File: config.mk
export PLATFORM = sky130hd
export DESIGN_NAME = k_way_heap_merge_core
export DESIGN_NICKNAME = d
export VERILOG_FILES = /design/src/hkm_pkg.sv /design/src/hkm_heap_ram.sv /design/src/k_way_heap_merge_core.sv
export VERILOG_INCLUDE_DIRS = /design/src /design/src/src
export SDC_FILE = /design/constraint.sdc
export NUM_CORES = 1
export LEC_CHECK = 0
export BUFFER_PORTS_ARGS = -buffer_cell sky130_fd_sc_hd__buf_2
export CAP_MARGIN = 20
export CORE_AREA = 2 2 260 262
export CTS_BUF_LIST = sky130_fd_sc_hd__clkbuf_16
export CTS_CLUSTER_DIAMETER = 30
export DETAILED_ROUTE_END_ITERATION = 6
export DIE_AREA = 0 0 262 264
export PLACE_DENSITY = 0.71
export SETUP_SLACK_MARGIN = 0.02
export SLEW_MARGIN = 15
export SYNTH_ARGS = -nofsm -noshare
export SYNTH_HDL_FRONTEND = slang
export SYNTH_SLANG_ARGS = --single-unit
File: constraint.sdc
create_clock -name clk -period 11.8 [get_ports clk]
set_clock_uncertainty 0.15 [all_clocks]
set_input_delay 0.59 -clock clk [delete_from_list [all_inputs] [get_ports clk]]
set_output_delay 0.59 -clock clk [all_outputs]
set_load 0.005 [all_outputs]
File: src/k_way_heap_merge_core_assert.svh
// assertion macros shared by the heap merge rtl
`ifndef K_WAY_HEAP_MERGE_CORE_ASSERT_SVH
`define K_WAY_HEAP_MERGE_CORE_ASSERT_SVH

// same-cycle implication, checked outside reset
`define HKM_ASSERT_NOW(lbl, ante, cons) \
    lbl: assert property (@(posedge clk) disable iff (!rst_n) (ante) |-> (cons)) \
        else $error("heap merge check failed");

// next-cycle implication, checked outside reset
`define HKM_ASSERT_NEXT(lbl, ante, cons) \
    lbl: assert property (@(posedge clk) disable iff (!rst_n) (ante) |=> (cons)) \
        else $error("heap merge check failed");

`endif

File: src/hkm_pkg.sv
// ----------------------------------------------------------------------------
// hkm_pkg
// types, codes and the ordering function of the heap merge engine
// ----------------------------------------------------------------------------
package hkm_pkg;

    localparam int RUN_W = 8;

    typedef enum logic [1:0] {
        OP_LOAD    = 2'd0,
        OP_BUILD   = 2'd1,
        OP_REPLACE = 2'd2,
        OP_SPENT   = 2'd3
    } op_t;

    typedef enum logic [2:0] {
        S_IDLE,
        S_FETCH,
        S_FETCHW,
        S_RDL,
        S_RDR,
        S_CMP,
        S_RES
    } state_t;

    typedef struct packed {
        logic              spent;
        logic [RUN_W-1:0]  run;
        logic signed [31:0] key;
    } entry_t;

    // true when a orders strictly before b; exhausted entries sort last
    function automatic logic goes_before(input entry_t a, input entry_t b);
        logic r;
        if (a.spent != b.spent)
        begin
            r = b.spent;
        end
        else if (a.spent)
        begin
            r = 1'b0;
        end
        else
        begin
            r = (a.key < b.key);
        end
        return r;
    endfunction

endpackage

File: src/hkm_heap_ram.sv
// ----------------------------------------------------------------------------
// hkm_heap_ram
// heap entry store: one write port, one read port, registered read data
// ----------------------------------------------------------------------------
module hkm_heap_ram
    import hkm_pkg::*;
#(
    parameter int DEPTH = 16,
    parameter int AW    = 4
)
(
    input  logic          clk,
    input  logic          we,
    input  logic [AW-1:0] waddr,
    input  entry_t        wdata,
    input  logic [AW-1:0] raddr,
    output entry_t        rdata
);

    entry_t mem [DEPTH];
    entry_t rdata_reg;

    always_ff @(posedge clk)
    begin
        if (we)
        begin
            mem[waddr] <= wdata;
        end
        rdata_reg <= mem[raddr];
    end

    assign rdata = rdata_reg;

endmodule

File: src/k_way_heap_merge_core.sv
// ----------------------------------------------------------------------------
// k_way_heap_merge_core
// k-way merge engine on a binary min-heap held in a single heap memory
// ----------------------------------------------------------------------------
// input channel in_valid/in_ready carries op and value; output channel
// out_valid/out_ready carries min_value, min_run, emit_valid, done_res, error.
// every input transfer yields exactly one output transfer.
// load and rejected items go from idle straight to the result state.
// replace and exhaust sift the root down; each heap level takes the steps read
// left child, read right child, compare and write back, over the one read port.
// build runs one sift-down per inner node, each with one extra fetch of the
// node and a final write of it into its resting slot, so loaded_reg/2 sifts,
// rounded down.
// one item is worked on at a time; a new input transfer is taken once the
// engine is idle and the output register is empty or being drained.
// a stalled receiver simply holds the result in the output register.
// reset empties the heap, returns to the loading phase and clears the
// output valid flag; the memory itself needs no clearing.
// ----------------------------------------------------------------------------
module k_way_heap_merge_core
    import hkm_pkg::*;
#(
    parameter int MAX_RUNS = 16
)
(
    input  logic               clk,
    input  logic               rst_n,
    input  logic               in_valid,
    output logic               in_ready,
    input  logic [1:0]         op,
    input  logic signed [31:0] value,
    output logic               out_valid,
    input  logic               out_ready,
    output logic signed [31:0] min_value,
    output logic [3:0]         min_run,
    output logic               emit_valid,
    output logic               done_res,
    output logic               error
);

    localparam int IW = $clog2(MAX_RUNS);
    localparam int CW = $clog2(MAX_RUNS + 1);
    localparam int XW = IW + 2;

    state_t state_reg, state_next;
    logic [CW-1:0] loaded_reg, loaded_next;
    logic [CW-1:0] spent_reg, spent_next;
    logic merging_reg, merging_next;
    logic build_reg, build_next;
    logic err_reg, err_next;
    logic [IW-1:0] pos_reg, pos_next;
    logic [IW-1:0] bp_reg, bp_next;
    entry_t cur_reg, cur_next;
    entry_t best_reg, best_next;
    logic [IW-1:0] bidx_reg, bidx_next;
    logic bchild_reg, bchild_next;
    entry_t root_reg, root_next;

    logic out_valid_reg, out_valid_next;
    logic signed [31:0] min_value_reg, min_value_next;
    logic [3:0] min_run_reg, min_run_next;
    logic emit_reg, emit_next;
    logic done_reg, done_next;
    logic error_reg, error_next;

    logic we;
    logic [IW-1:0] waddr, raddr;
    entry_t wdata, rdata;

    logic in_fire;
    logic [XW-1:0] lc_w, rc_w, n_w;
    logic lc_ok, rc_ok, left_wins, rc_wins, is_done, load_bad, take_child;
    logic [CW-2:0] half;
    op_t op_in;

    hkm_heap_ram #(
        .DEPTH (MAX_RUNS),
        .AW    (IW)
    ) u_ram (
        .clk   (clk),
        .we    (we),
        .waddr (waddr),
        .wdata (wdata),
        .raddr (raddr),
        .rdata (rdata)
    );

    assign op_in     = op_t'(op);
    assign in_ready  = (state_reg == S_IDLE) && (!out_valid_reg || out_ready);
    assign in_fire   = in_valid && in_ready;
    assign lc_w      = {1'b0, pos_reg, 1'b1};
    assign rc_w      = lc_w + XW'(1);
    assign n_w       = XW'(loaded_reg);
    assign lc_ok     = lc_w < n_w;
    assign rc_ok     = rc_w < n_w;
    assign left_wins = goes_before(rdata, cur_reg);
    assign rc_wins   = rc_ok && goes_before(rdata, best_reg);
    assign take_child = rc_wins || bchild_reg;
    assign is_done   = merging_reg && (spent_reg == loaded_reg);
    assign load_bad  = merging_reg || (loaded_reg == CW'(MAX_RUNS));
    assign half      = loaded_reg[CW-1:1];

    // next state
    always_comb
    begin
        state_next = state_reg;
        case (state_reg)
            S_IDLE:
            begin
                if (in_fire)
                begin
                    case (op_in)
                        OP_LOAD:  state_next = S_RES;
                        OP_BUILD:
                        begin
                            if (merging_reg || half == '0)
                                state_next = S_RES;
                            else
                                state_next = S_FETCH;
                        end
                        default:
                        begin
                            if (!merging_reg || is_done)
                                state_next = S_RES;
                            else
                                state_next = S_RDL;
                        end
                    endcase
                end
            end
            S_FETCH:  state_next = S_FETCHW;
            S_FETCHW: state_next = S_RDL;
            S_RDL:
            begin
                if (lc_ok)
                    state_next = S_RDR;
                else if (build_reg && bp_reg != '0)
                    state_next = S_FETCH;
                else
                    state_next = S_RES;
            end
            S_RDR:    state_next = S_CMP;
            S_CMP:
            begin
                if (take_child)
                    state_next = S_RDL;
                else if (build_reg && bp_reg != '0)
                    state_next = S_FETCH;
                else
                    state_next = S_RES;
            end
            S_RES:    state_next = S_IDLE;
            default:  state_next = S_IDLE;
        endcase
    end

    // datapath and outputs
    always_comb
    begin
        loaded_next    = loaded_reg;
        spent_next     = spent_reg;
        merging_next   = merging_reg;
        build_next     = build_reg;
        err_next       = err_reg;
        pos_next       = pos_reg;
        bp_next        = bp_reg;
        cur_next       = cur_reg;
        best_next      = best_reg;
        bidx_next      = bidx_reg;
        bchild_next    = bchild_reg;
        out_valid_next = out_valid_reg && !out_ready;
        min_value_next = min_value_reg;
        min_run_next   = min_run_reg;
        emit_next      = emit_reg;
        done_next      = done_reg;
        error_next     = error_reg;
        we             = 1'b0;
        waddr          = pos_reg;
        wdata          = cur_reg;
        raddr          = pos_reg;

        case (state_reg)
            S_IDLE:
            begin
                if (in_fire)
                begin
                    err_next   = 1'b0;
                    build_next = 1'b0;
                    case (op_in)
                        OP_LOAD:
                        begin
                            if (load_bad)
                            begin
                                err_next = 1'b1;
                            end
                            else
                            begin
                                we          = 1'b1;
                                waddr       = IW'(loaded_reg);
                                wdata.key   = value;
                                wdata.run   = RUN_W'(loaded_reg);
                                wdata.spent = 1'b0;
                                loaded_next = loaded_reg + CW'(1);
                            end
                        end
                        OP_BUILD:
                        begin
                            if (merging_reg)
                                err_next = 1'b1;
                            else if (half == '0)
                                merging_next = 1'b1;
                            else
                            begin
                                build_next = 1'b1;
                                bp_next    = IW'(half - 1'b1);
                                pos_next   = IW'(half - 1'b1);
                            end
                        end
                        default:
                        begin
                            if (!merging_reg || is_done)
                            begin
                                err_next = 1'b1;
                            end
                            else
                            begin
                                pos_next = '0;
                                cur_next = root_reg;
                                if (op_in == OP_REPLACE)
                                begin
                                    cur_next.key = value;
                                end
                                else
                                begin
                                    cur_next.spent = 1'b1;
                                    spent_next     = spent_reg + CW'(1);
                                end
                            end
                        end
                    endcase
                end
            end
            S_FETCHW:
            begin
                cur_next = rdata;
            end
            S_RDL:
            begin
                if (lc_ok)
                begin
                    raddr = lc_w[IW-1:0];
                end
                else
                begin
                    we = 1'b1;
                    if (build_reg)
                    begin
                        if (bp_reg != '0)
                        begin
                            bp_next  = bp_reg - 1'b1;
                            pos_next = bp_reg - 1'b1;
                        end
                        else
                        begin
                            merging_next = 1'b1;
                        end
                    end
                end
            end
            S_RDR:
            begin
                raddr = rc_w[IW-1:0];
                bidx_next = lc_w[IW-1:0];
                if (left_wins)
                begin
                    best_next   = rdata;
                    bchild_next = 1'b1;
                end
                else
                begin
                    best_next   = cur_reg;
                    bchild_next = 1'b0;
                end
            end
            S_CMP:
            begin
                we = 1'b1;
                if (take_child)
                begin
                    // promote the winning child, keep sifting from its slot
                    wdata    = rc_wins ? rdata : best_reg;
                    pos_next = rc_wins ? rc_w[IW-1:0] : bidx_reg;
                end
                else if (build_reg)
                begin
                    if (bp_reg != '0)
                    begin
                        bp_next  = bp_reg - 1'b1;
                        pos_next = bp_reg - 1'b1;
                    end
                    else
                    begin
                        merging_next = 1'b1;
                    end
                end
            end
            S_RES:
            begin
                out_valid_next = 1'b1;
                emit_next      = merging_reg && (loaded_reg != '0) && !root_reg.spent;
                done_next      = is_done;
                error_next     = err_reg;
                min_value_next = emit_next ? root_reg.key : '0;
                min_run_next   = emit_next ? root_reg.run[3:0] : '0;
            end
            default:
            begin
            end
        endcase

        root_next = root_reg;
        if (we && waddr == '0)
        begin
            root_next = wdata;
        end
    end

    always_ff @(posedge clk or negedge rst_n)
    begin
        if (!rst_n)
        begin
            state_reg     <= S_IDLE;
            loaded_reg    <= '0;
            spent_reg     <= '0;
            merging_reg   <= 1'b0;
            build_reg     <= 1'b0;
            err_reg       <= 1'b0;
            out_valid_reg <= 1'b0;
        end
        else
        begin
            state_reg     <= state_next;
            loaded_reg    <= loaded_next;
            spent_reg     <= spent_next;
            merging_reg   <= merging_next;
            build_reg     <= build_next;
            err_reg       <= err_next;
            out_valid_reg <= out_valid_next;
        end
    end

    always_ff @(posedge clk)
    begin
        pos_reg       <= pos_next;
        bp_reg        <= bp_next;
        cur_reg       <= cur_next;
        best_reg      <= best_next;
        bidx_reg      <= bidx_next;
        bchild_reg    <= bchild_next;
        root_reg      <= root_next;
        min_value_reg <= min_value_next;
        min_run_reg   <= min_run_next;
        emit_reg      <= emit_next;
        done_reg      <= done_next;
        error_reg     <= error_next;
    end

    assign out_valid  = out_valid_reg;
    assign min_value  = min_value_reg;
    assign min_run    = min_run_reg;
    assign emit_valid = emit_reg;
    assign done_res   = done_reg;
    assign error      = error_reg;

`include "k_way_heap_merge_core_assert.svh"

    `HKM_ASSERT_NOW(a_busy_blocks_input, state_reg != S_IDLE, !in_ready)
    `HKM_ASSERT_NOW(a_spent_bounded, 1'b1, spent_reg <= loaded_reg)
    `HKM_ASSERT_NOW(a_emit_xor_done, out_valid_reg, !(emit_reg && done_reg))
    `HKM_ASSERT_NEXT(a_res_presents, state_reg == S_RES, out_valid_reg)

endmodule

==> summary.txt <==
Yosys
  • Cell count after synthesis: 1980
  • Yosys cell types: 64
  • Cell with the most instances after synthesis: edfxtp_1
  • XOR/XNOR Fraction of Synth Area: 0.507%
  • Post-synthesis mux area share: 13.9%
  • Seq/Total Area, Yosys: 69.1%
  • Main combinational cell family by area after synthesis: multiplexers
  • Syn nets: 2096
  • Synth Flop Type: edfxtp_1
  • Synth top area share: between 60% and 70%
  • Compound-Gate Fraction of Synth Area: roughly 6.3%
  • Synth Area in Simple Gates: 4.92%
  • Post-synthesis adder-cell area fraction: 2.97%
  • Yosys warns: 0
  • Post-synth EDFFs: 717
  • Synthesized cell area: ~33000 sq um
  • Top cells by count, synth: edfxtp_1, mux4_2, nand2_1
  • Largest area contributor in the netlist: edfxtp_1
  • Async S/R FF share, synth: ~2.2%
  • FF+latch count, synth: 771
  • Top cells by area, synth: edfxtp_1, mux4_2, ha_1
  • Syn_area_per_cell: 16.6 sq um

Timing
  • F_max: 200 MHz
  • RSZ-0062 raised after global routing: no
  • Least-Margin Pin Slew: roughly 1.1 ns
  • Final Max Tran Viols: 0
  • Hold Slack: about 0.11 ns
  • Setup violators final: 0
  • Post-route clock period utilization: about 42%
  • Period minus WS final: 5.01 ns
  • Fin. Hold Viols: 0
  • Worst rel slew slack: 25.9%
  • Setup TNS: 0 ns

Worst setup path
  • CP Launch Type: register
  • WP data required: 11.99 ns
  • Critical Path Source: state_reg[0]
  • Worst Path Arrival: approximately 5.2 ns
  • Critical Path Sink: u_ram.mem[2][25]
  • Maximum fanout along the worst path: 39
  • RR Endpoint: u_ram.mem[2][25]
  • Critical path class: register to register
  • RR Startpoint: state_reg[0]
  • Crit. End Element: register
  • Reg2Reg Setup Slack: 6.79 ns
  • Worst r2r path cells: 7

CTS
  • Clk Latency, worst-skew pair: 0.73 ns
  • Root Driver: clkbuf_16
  • Post-CTS resize count: 0
  • Buffers from clock root to sink, at most: 3
  • CTS H-tree depth: 4
  • Worst-path clk slew: around 0.050 ns
  • TritonCTS clock tree: done
  • Total CTS buffers: 140
  • Clock sinks: 771

GRT
  • GRT Overall Usage: 24.8%
  • Number of antenna violations at the first check in global routing: 0
  • Grt total ovfl: 0
  • Pin count of the biggest net entering global routing: 127
  • Vias in the first global route: 19911
  • First-pass GRT wire length: 125000 um

Power and ir drop
  • Net switching power: about 0.0041 W
  • Combinational share of power: 33.7%
  • VDD IR max: 359 uV
  • Clock Power Share: 33.5%
  • Leak Pwr: 14.1 nW
  • Switching Share: about a third
  • Flop pwr share: 32.8%
  • PD cells: approximately 310 nW/um^2
  • Pint: 0.00827 W
  • PnR Total Power: 0.0124 W

Outcome
  • Outcome: finished, final reports clean

Cells and area
  • Fin area: 39600 sq um
  • Layout area overhead: 20.5%
  • Biggest register: u_ram.mem
  • Fillers: 4855
  • Largest register FFs: approximately 560
  • Nets: 2285
  • Layout cells sized above 1: 27.0%

Route
  • DRT iter0 DRCs: 2041
  • Avg WL per Cell: approximately 26 um
  • Residual DRC count: 0
  • DR vias: between 15000 and 20000
  • Vias per inst: about 6.1
  • Post-route ant nets: 0
  • Final wirelength: just over 80000 um
  • Drt pass-1 iters: 6

Flow run
  • Max Cap Violations: 0

Floorplan
  • Initial core utilization: 49.3%
  • Die ar.: 69200 sq um
  • # IOs: 79
  • Chip height: 264 um
  • Die X: 262 um
  • Core footprint: 66600 sq um
  • Num rows: 95

Placement
  • RD Place Congestion: 0.854
  • Dpl hpwl: 44700 um
  • Port Buf Inserts: 78
  • Area post-placement: 34600 sq um

Min path
  • Worst Hold Class: input port to register
==> final cells by class <==
class / count / area [sq um] / area share, %
well taps: 873 / 1090 / 2.76
diodes: 1 / 2.50 / 0.00632
repair buffers: 149 / 943 / 2.38
multi-input cells: 1030 / 9610 / 24.3
inverters: 77 / 289 / 0.730
clock buffers: 148 / 3700 / 9.36
flip-flops and latches: 771 / 22700 / 57.3
clock inverters: 110 / 1240 / 3.14
==> worst min path at each step <==
stage	cells after the start	slack, ns	from	end
after floorplan	0	0.14	rst_n	build_reg
after global placement	0	0.29	err_reg	error
after detailed placement	0	0.30	err_reg	error
after CTS	3	0.08	value[2]	cur_reg[2]
after global routing	3	0.12	value[1]	cur_reg[1]
final	3	0.11	value[3]	cur_reg[3]
==> repair_timing <==
item,in CTS,in global routing
setup buffers,0,0
endpoints found under the hold margin,17,0
hold buffers,1,0
==> cell usage in the layout (no fill, tap or decap), types with 39 or more instances in the layout <==
| master | n |
|---|---|
| inv_1 | 91 |
| nor3_1 | 43 |
| ha_1 | 78 |
| buf_2 | 81 |
| a22oi_1 | 75 |
| nand2_1 | 139 |
| mux4_2 | 148 |
| a21oi_1 | 61 |
| and2_1 | 39 |
| clkbuf_16 | 148 |
| o21ai_0 | 119 |
| edfxtp_1 | 717 |
| mux2_2 | 45 |
| buf_4 | 64 |
| mux2i_1 | 73 |
==> critical path, stage by stage, from the launching register on <==
cell and delay [ns]:
dfrtp_1 0.60, nor4_1 0.47, and2_1 0.28, and2_2 0.72, buf_4 0.56, a32oi_1 0.48, nor2_4 0.73, buf_4 0.56
==> power groups by stage <==
stage	Sequential (W)	Combinational, W	Clock [W]
2_1_floorplan	0.00400	0.00295	0
3_3_place_gp	0.00407	0.00402	0
3_5_place_dp	0.00409	0.00411	0
4_1_cts	0.00405	0.00416	0.00419
5_1_grt	0.00408	0.00452	0.00432
6_report	0.00405	0.00416	0.00415
==> kinds of logic (layout without fill, tap and decap cells) <==
| logic type | after synthesis | in the layout |
|---|---|---|
| DFF | 771 | 771 |
| and+or+nand+nor | 338 | 338 |
| AOI/OAI and AO/OA | 329 | 329 |
| muxes | 266 | 266 |
| buffers and inverters | 179 | 484 |
| adders and majority gates | 78 | 78 |
| xor gates and xnor gates | 19 | 19 |
| other | 0 | 1 |
==> routing by layer <==
layer	GRT usage [%]	vias up	share of wire, %
li1	-	8277	-
met1	33.7	9952	41
met2	39.3	940	49
met3	5.50	165	8.0
met4	9.15	0	2.8
met5	0	-	0
==> metrics by stage <==
stage / utilization (%) / setup slack (ns) / instances
floorplan: - / 7.54 / 1980
global placement: 52.0 / 6.78 / 2895
detailed placement: 52.0 / 6.86 / 2897
CTS: 59.4 / 6.88 / 3156
global route: 59.5 / 6.54 / 3158
finish: 59.5 / 6.79 / 3159
No activity file was read; power rests on OpenSTA's default activity.
